<file path="src/rtl/rpp_pkg.sv">
package rpp_pkg;

    // Field and datapath widths
    localparam int COORD_W    = 16;
    localparam int TRIG_W     = 16;
    localparam int SCALE_W    = 16;
    localparam int PIXEL_W    = 8;
    localparam int ROT_W      = 24;
    localparam int PROD_W     = ROT_W + TRIG_W;
    localparam int WIDE_W     = 48;
    localparam int PIX_W      = 24;
    localparam int TRIG_SHIFT = 14;
    localparam int PIX_SHIFT  = 19;

    // Configuration register indexes
    localparam logic [2:0] REG_COS_YAW     = 3'd0;
    localparam logic [2:0] REG_SIN_YAW     = 3'd1;
    localparam logic [2:0] REG_COS_TILT    = 3'd2;
    localparam logic [2:0] REG_SIN_TILT    = 3'd3;
    localparam logic [2:0] REG_COS_ROLL    = 3'd4;
    localparam logic [2:0] REG_SIN_ROLL    = 3'd5;
    localparam logic [2:0] REG_PIXEL_SCALE = 3'd6;

    // Reset values
    localparam logic [TRIG_W-1:0]  TRIG_ONE    = 16'd16384;
    localparam logic [SCALE_W-1:0] SCALE_RESET = 16'd256;

    typedef struct packed {
        logic signed [COORD_W-1:0] point_x;
        logic signed [COORD_W-1:0] point_y;
        logic signed [COORD_W-1:0] point_z;
    } t_point;

    typedef struct packed {
        logic [PIXEL_W-1:0] screen_x;
        logic [PIXEL_W-1:0] screen_y;
        logic               visible;
    } t_screen;

    // Arithmetic shift right by s, rounding half away from zero
    function automatic logic signed [WIDE_W-1:0] rnd_shr(
        input logic signed [WIDE_W-1:0] v,
        input logic [5:0]               s
    );
        logic signed [WIDE_W-1:0] half;
        logic signed [WIDE_W-1:0] biased;
        half = $signed(48'd1 << (s - 6'd1));
        if (v[WIDE_W-1]) begin
            biased = v + half - 48'sd1;
        end else begin
            biased = v + half;
        end
        return biased >>> s;
    endfunction

endpackage

</file>
<file path="src/rtl/rpp_rot.sv">
module rpp_rot
    import rpp_pkg::*;
(
    input  logic                    i_clk,
    input  logic                    i_rst_n,
    input  logic                    i_vld,
    input  logic                    i_sub,
    input  logic signed [ROT_W-1:0] i_a,
    input  logic signed [TRIG_W-1:0] i_b,
    input  logic signed [ROT_W-1:0] i_c,
    input  logic signed [TRIG_W-1:0] i_d,
    output logic                    o_vld,
    output logic signed [ROT_W-1:0] o_res
);

    logic signed [PROD_W-1:0] r_p0;
    logic signed [PROD_W-1:0] r_p1;
    logic signed [PROD_W-1:0] n_p0;
    logic signed [PROD_W-1:0] n_p1;
    logic                     r_sub;
    logic                     r_vld1;
    logic                     r_vld2;
    logic signed [ROT_W-1:0]  r_res;
    logic signed [ROT_W-1:0]  n_res;
    logic signed [WIDE_W-1:0] w_sum;
    logic signed [WIDE_W-1:0] w_rnd;

    // Form both products
    assign n_p0 = i_a * i_b;
    assign n_p1 = i_c * i_d;

    // Combine and round back to Q.11
    always_comb begin
        if (r_sub) begin
            w_sum = WIDE_W'(r_p0) - WIDE_W'(r_p1);
        end else begin
            w_sum = WIDE_W'(r_p0) + WIDE_W'(r_p1);
        end
        w_rnd = rnd_shr(w_sum, 6'(TRIG_SHIFT));
        n_res = w_rnd[ROT_W-1:0];
    end

    // Advance the valid bits
    always_ff @(posedge i_clk) begin
        if (!i_rst_n) begin
            r_vld1 <= 1'b0;
            r_vld2 <= 1'b0;
        end else begin
            r_vld1 <= i_vld;
            r_vld2 <= r_vld1;
        end
    end

    // Hold the data stages
    always_ff @(posedge i_clk) begin
        r_p0  <= n_p0;
        r_p1  <= n_p1;
        r_sub <= i_sub;
        r_res <= n_res;
    end

    assign o_vld = r_vld2;
    assign o_res = r_res;

endmodule

</file>
<file path="config.mk">
export PLATFORM = sky130hd
export DESIGN_NAME = rpp_rot
export DESIGN_NICKNAME = d
export VERILOG_FILES = /design/src/rtl/rpp_pkg.sv /design/src/rtl/rpp_rot.sv
export SDC_FILE = /design/constraint.sdc
export NUM_CORES = 2
export LEC_CHECK = 0
export BUFFER_PORTS_ARGS = -buffer_cell sky130_fd_sc_hd__buf_4
export CAP_MARGIN = 20
export CORE_UTILIZATION = 36
export CTS_CLUSTER_SIZE = 25
export DETAILED_ROUTE_END_ITERATION = 16
export PLACE_DENSITY = 0.58
export RECOVER_POWER = 100
export SLEW_MARGIN = 15
export SYNTH_ARGS = -nofsm -noshare
export SYNTH_HDL_FRONTEND = slang
export SYNTH_SLANG_ARGS = --single-unit
export TNS_END_PERCENT = 5
</file>
<file path="constraint.sdc">
create_clock -name i_clk -period 15.5 [get_ports i_clk]
set_clock_uncertainty 0.1 [all_clocks]
set_input_delay 2.325 -clock i_clk [delete_from_list [all_inputs] [get_ports i_clk]]
set_output_delay 2.325 -clock i_clk [all_outputs]
set_load 0.05 [all_outputs]
</file>
After elaboration in Yosys (flattened, before gate mapping)

Cells that the tools add are included.

Add/subtract/negate cells: 4
$mul: 2
Mux-type cells: 2

Operators with widths:

| cell                                                                 | count |
|---|---|
| 24-bit by 16-bit multiplier with 40-bit output                       | 2 |
| 48-bit 2-to-1 mux                                                    | 1 |
| 40-bit by 40-bit adder with 41-bit output                            | 1 |
| 40-bit by 40-bit subtractor with 41-bit output                       | 1 |
| 38-bit by 15-bit adder with 38-bit output, second input constant     | 1 |
| 38-bit 2-to-1 mux                                                    | 1 |
| 38-bit by 2-bit subtractor with 38-bit output, second input constant | 1 |

Flip-flop bits (word level): 107
Bits of input ports: 84
Output and inout bits: 25

Depth between registers and ports, before layout

Word-level depth: 5
Gate-level depth with buffers: 28

Worst setup path after synthesis

No wires, ideal clock.

Path type: input-to-reg
From: in i_a[13]
To: reg r_p0[38]
Arrival: 8.639 ns
Setup slack: 6.689 ns
Cell stages on the path: 27
Buffers on the path: 1
Cell sequence: clkbuf_1 > nand2_1 > fa_1 > inv_1 > fa_1 > inv_1 > fa_1 > inv_1 > fa_1 > inv_1 > fa_1 > inv_1 > fa_1 > ha_1 > nand2_1 > nor3_1 > a221oi_1 > o21ai_0 > a31oi_1 > o21a_1 > o311ai_0 > or3_1 > a31oi_1 > o31ai_1 > a41o_1 > o41ai_1 > xnor2_1

Cells in the longest elaborated chain, start to end: 1

RTL lines:

| item                                           | RTL line      | text |
|---|---|---|
| start: declaration                             | rpp_rot.sv:8  | `input logic signed [ROT_W-1:0] i_a,` |
| 24-bit by 16-bit multiplier with 40-bit output | rpp_rot.sv:29 | `assign n_p0 = i_a * i_b;` |
| net n_p0[38]                                   | rpp_rot.sv:18 | `logic signed [PROD_W-1:0] n_p0;` |
| end signal: assignment                         | rpp_rot.sv:56 | `r_p0 <= n_p0;` |
| end: declaration                               | rpp_rot.sv:16 | `logic signed [PROD_W-1:0] r_p0;` |

The timed path passes the listed nets, and every way through them passes these cells.
A chain may end at the register's enable or synchronous reset.

Worst setup path in the final report

From: in i_b[1]
To: reg r_p0[38]

Cells in the longest elaborated chain, start to end: 1

RTL lines:

| item                                           | RTL line      | text |
|---|---|---|
| start: declaration                             | rpp_rot.sv:9  | `input logic signed [TRIG_W-1:0] i_b,` |
| 24-bit by 16-bit multiplier with 40-bit output | rpp_rot.sv:29 |  |
| net n_p0[38]                                   | rpp_rot.sv:18 |  |

The timed path passes the listed nets, and every way through them passes these cells.

==> flow_summary_export.csv <==
group,metric,value,unit
outcome,run_status,"completed",
global_routing,use_met1,22.52,%
placement,placedInstanceArea,0.03581,mm^2
placement,post-dp-hpwl,67.11,mm
floorplan,core_area,0.09347,mm^2
sta,hold_viol,0,
synth,synthFlopType,"sky130_fd_sc_hd__dfxtp_1",
synth,synth.mux.area_fraction,0.3314,%
cts,tritoncts,"done",
route,post-route-drc-count,0,
synth,synth-compound-area-share,7.161,%
layout,mostFrequentLayoutCell,"sky130_fd_sc_hd__inv_1",
synth,synthXorXnorAreaFrac,4.812,%
global_routing,global_route.usage.met2,31.64,%
route,final_antenna_net_count,0,
sta,max_clock_freq,101.7,MHz
floorplan,design.portCount,109,
cts,ctsLongestPathBuffers,2,
global_routing,globalRoute.totalOverflow,0,
critical_path,critPathKind,"in2reg",
sta,setup-tns-final,0,ps
placement,port_buf_inserts,108,
flow_run,drv.max_cap_violation_count,0,
synth,synth_top_family_by_area,"adder cells",
route,wl_per_cell,15.72,um
layout,fillCellCount,9583,
route,detail_route.wirelength,79.65,mm
cts,clk_transition_reported_paths,80,ps
layout,drive_above_1_share,3.855,%
synth,synth_adder_area_share,52.92,%
cts,cts.repair_timing.setup_buffer_count,0,
cts,post_cts_hold_buffer_count,0,
cts,sinks_on_clock_net,107,
global_routing,busiest_layer,"met2",
layout,final_area,0.03599,mm^2
hold_path,hp-start,"r_vld1",
floorplan,design.die.area,0.09563,mm^2
cts,post_cts_resize_count,0,
synth,simple_gate_area_share_of_the_yosys_netlist,17.45,%
layout,ant_diodes,0,
critical_path,worst-endpoint-arrival,10050,ps
sta,grt_setup_unrepaired,"false",
synth,count_of_synthesis_stage_warnings_from_yosys,0,
global_routing,grt_usage,17.64,%
global_routing,grt_max_degree,36,
global_routing,first_global_vias,26200,
sta,slew-limit-headroom,11.27,%
floorplan,floorplan.die.width,309.2,um
synth,area_of_the_mapped_netlist,0.03398,mm^2
route,detailedRoute.firstPassIterationCount,5,
floorplan,row_count,112,
hold_path,hold_path_depth,1,
sta,final_critical_period,9831,ps
synth,synthesis.nets,4894,
route,vias_per_cell,4.856,
cts,cts_htree_levels,3,
cts,clockRootBuffer,"sky130_fd_sc_hd__clkbuf_16",
sta,number_of_pins_with_negative_max_slew_slack_in_the_final_report,0,
hold_path,min-delay-path-class,"reg2reg",
sta,worstMarginPinSlew,1331,ps
global_routing,grt_util_met3,1.482,%
critical_path,cpPeakStageDelay,850,ps
synth,top_cells_by_area_in_the_synthesized_netlist,"sky130_fd_sc_hd__fa_1, sky130_fd_sc_hd__inv_1, sky130_fd_sc_hd__ha_1",
route,route.vias.total,24600,
layout,design.final.nets,4880,
synth,synth.yosys.seq_area_share,6.303,%
cts,cts_inserted_buffers,9,
critical_path,worst-r2r-cell-count,21,
critical_path,setup.worst_path.start_class,"input port",
critical_path,endpoint_kind,"register",
layout,area_delta_synth_final,5.917,%
synth,synth_top_cell_area_share,44.12,%
sta,setup_viol,0,
synth,async_flop_share,0,%
global_routing,antenna_violations_before_repair,1,
route,detailedRoute.firstIterationViolations,1114,
synth,avgSynthCellArea,8.891,um^2
layout,layout.core_utilization,38.51,%
placement,finalWeightedCongestion,0.8370,
critical_path,cp_data_required_time,15720,ps
cts,clk_latency,380,ps
critical_path,regToRegSetupSlack,8060,ps
floorplan,initial_core_util,36.36,%
synth,yosysTopAreaCell,"sky130_fd_sc_hd__fa_1",
critical_path,cp_max_fo,24,
synth,netlist_instances,3822,
critical_path,slowest_stage,"sky130_fd_sc_hd__clkbuf_1",
layout,layout.cells.non_filler,5067,
hold_path,whs_endpoint,"o_vld",
synth,synth_seq_cells,107,
synth,synth_edf_count,0,
sta,layout_worst_path_cycle_share,63.42,%
placement,place.detailed.instances,5051,
floorplan,chipHeight,309.2,um
critical_path,rr_startpoint,"r_p1[0]",
critical_path,critical_path.reg2reg.endpoint,"o_res[20]",
critical_path,crit_path_frequent_cell,"sky130_fd_sc_hd__fa_1",
global_routing,grt_first_pass_wirelength,134.3,mm
layout,most_frequent_cells_in_the_layout,"sky130_fd_sc_hd__inv_1, sky130_fd_sc_hd__fa_1, sky130_fd_sc_hd__nand2_1",
synth,synth.lib_cells_used.distinct,103,
## logic make-up after synthesis
family | count (synthesis)
mux | 11
compound gates | 371
fa+ha+maj | 988
xor+xnor | 183
simple gates | 1180
buf+inv | 982
flops | 107
## critical path: cells and delay by family
kind | cells | cell delay (ps)
buffers and inverters | 6 | 1110
adder cells (fa/ha/maj) | 7 | 3420
AO/OA/AOI/OAI | 9 | 2270
XOR/XNOR | 1 | 160
AND/OR/NAND/NOR | 4 | 730
## area by class of cell
| class | instances | area, um^2 | share of cell area (%) |
|---|---|---|---|
| clock buffer | 9 | 225.2 | 0.6257 |
| clock inverter | 7 | 92.59 | 0.2572 |
| inverter | 847 | 3179 | 8.833 |
| multi-input combinational | 2733 | 28070 | 77.98 |
| sequential | 107 | 2142 | 5.951 |
| tap | 1254 | 1569 | 4.359 |
| timing repair buffer | 110 | 716.9 | 1.992 |
## per-layer routing
layer | part of all wire (%) | wire length, um
met2 | 51 | 40870
met1 | 42 | 33650
met4 | 3.1 | 2496
met5 | 0 | 0
met3 | 3.3 | 2628
## through the flow
step	setup slack [ps]	hold slack [ps]
after floorplan	6689	311.8
after global placement	6087	317.7
after detailed placement	6063	330.1
after CTS	6420	343.4
after global routing	5183	355.4
final	5669	337.0
## flip-flops by register name (all words and copies together) (netlist names)
signal  count
o_vld       1
r_p1       40
r_p0       40
r_sub       1
o_res      24
r_vld1      1
## synthesized netlist by cell type, types with 40 or more instances
library cell	instances
sky130_fd_sc_hd__a21oi_1	131
sky130_fd_sc_hd__and2_1	316
sky130_fd_sc_hd__clkbuf_1	124
sky130_fd_sc_hd__dfxtp_1	107
sky130_fd_sc_hd__fa_1	749
sky130_fd_sc_hd__ha_1	239
sky130_fd_sc_hd__inv_1	846
sky130_fd_sc_hd__nand2_1	511
sky130_fd_sc_hd__nand2b_1	63
sky130_fd_sc_hd__nor2_1	102
sky130_fd_sc_hd__nor3_1	40
sky130_fd_sc_hd__o21ai_0	63
sky130_fd_sc_hd__xnor2_1	139
sky130_fd_sc_hd__xor2_1	42
## worst max path at each step
stage	startpoint	to	slack, ps	depth (start not counted)
floorplan	i_a[13]	r_p0[38]	6690	27
global placement	i_b[1]	r_p0[38]	6090	27
detailed placement	i_b[1]	r_p0[38]	6060	27
CTS	i_b[1]	r_p0[38]	6420	27
global route	i_b[1]	r_p0[38]	5180	27
finish	i_b[1]	r_p0[38]	5670	27
Power is not shown: default switching activity piles up to over one toggle a cycle in this logic, so the estimate is an artifact.
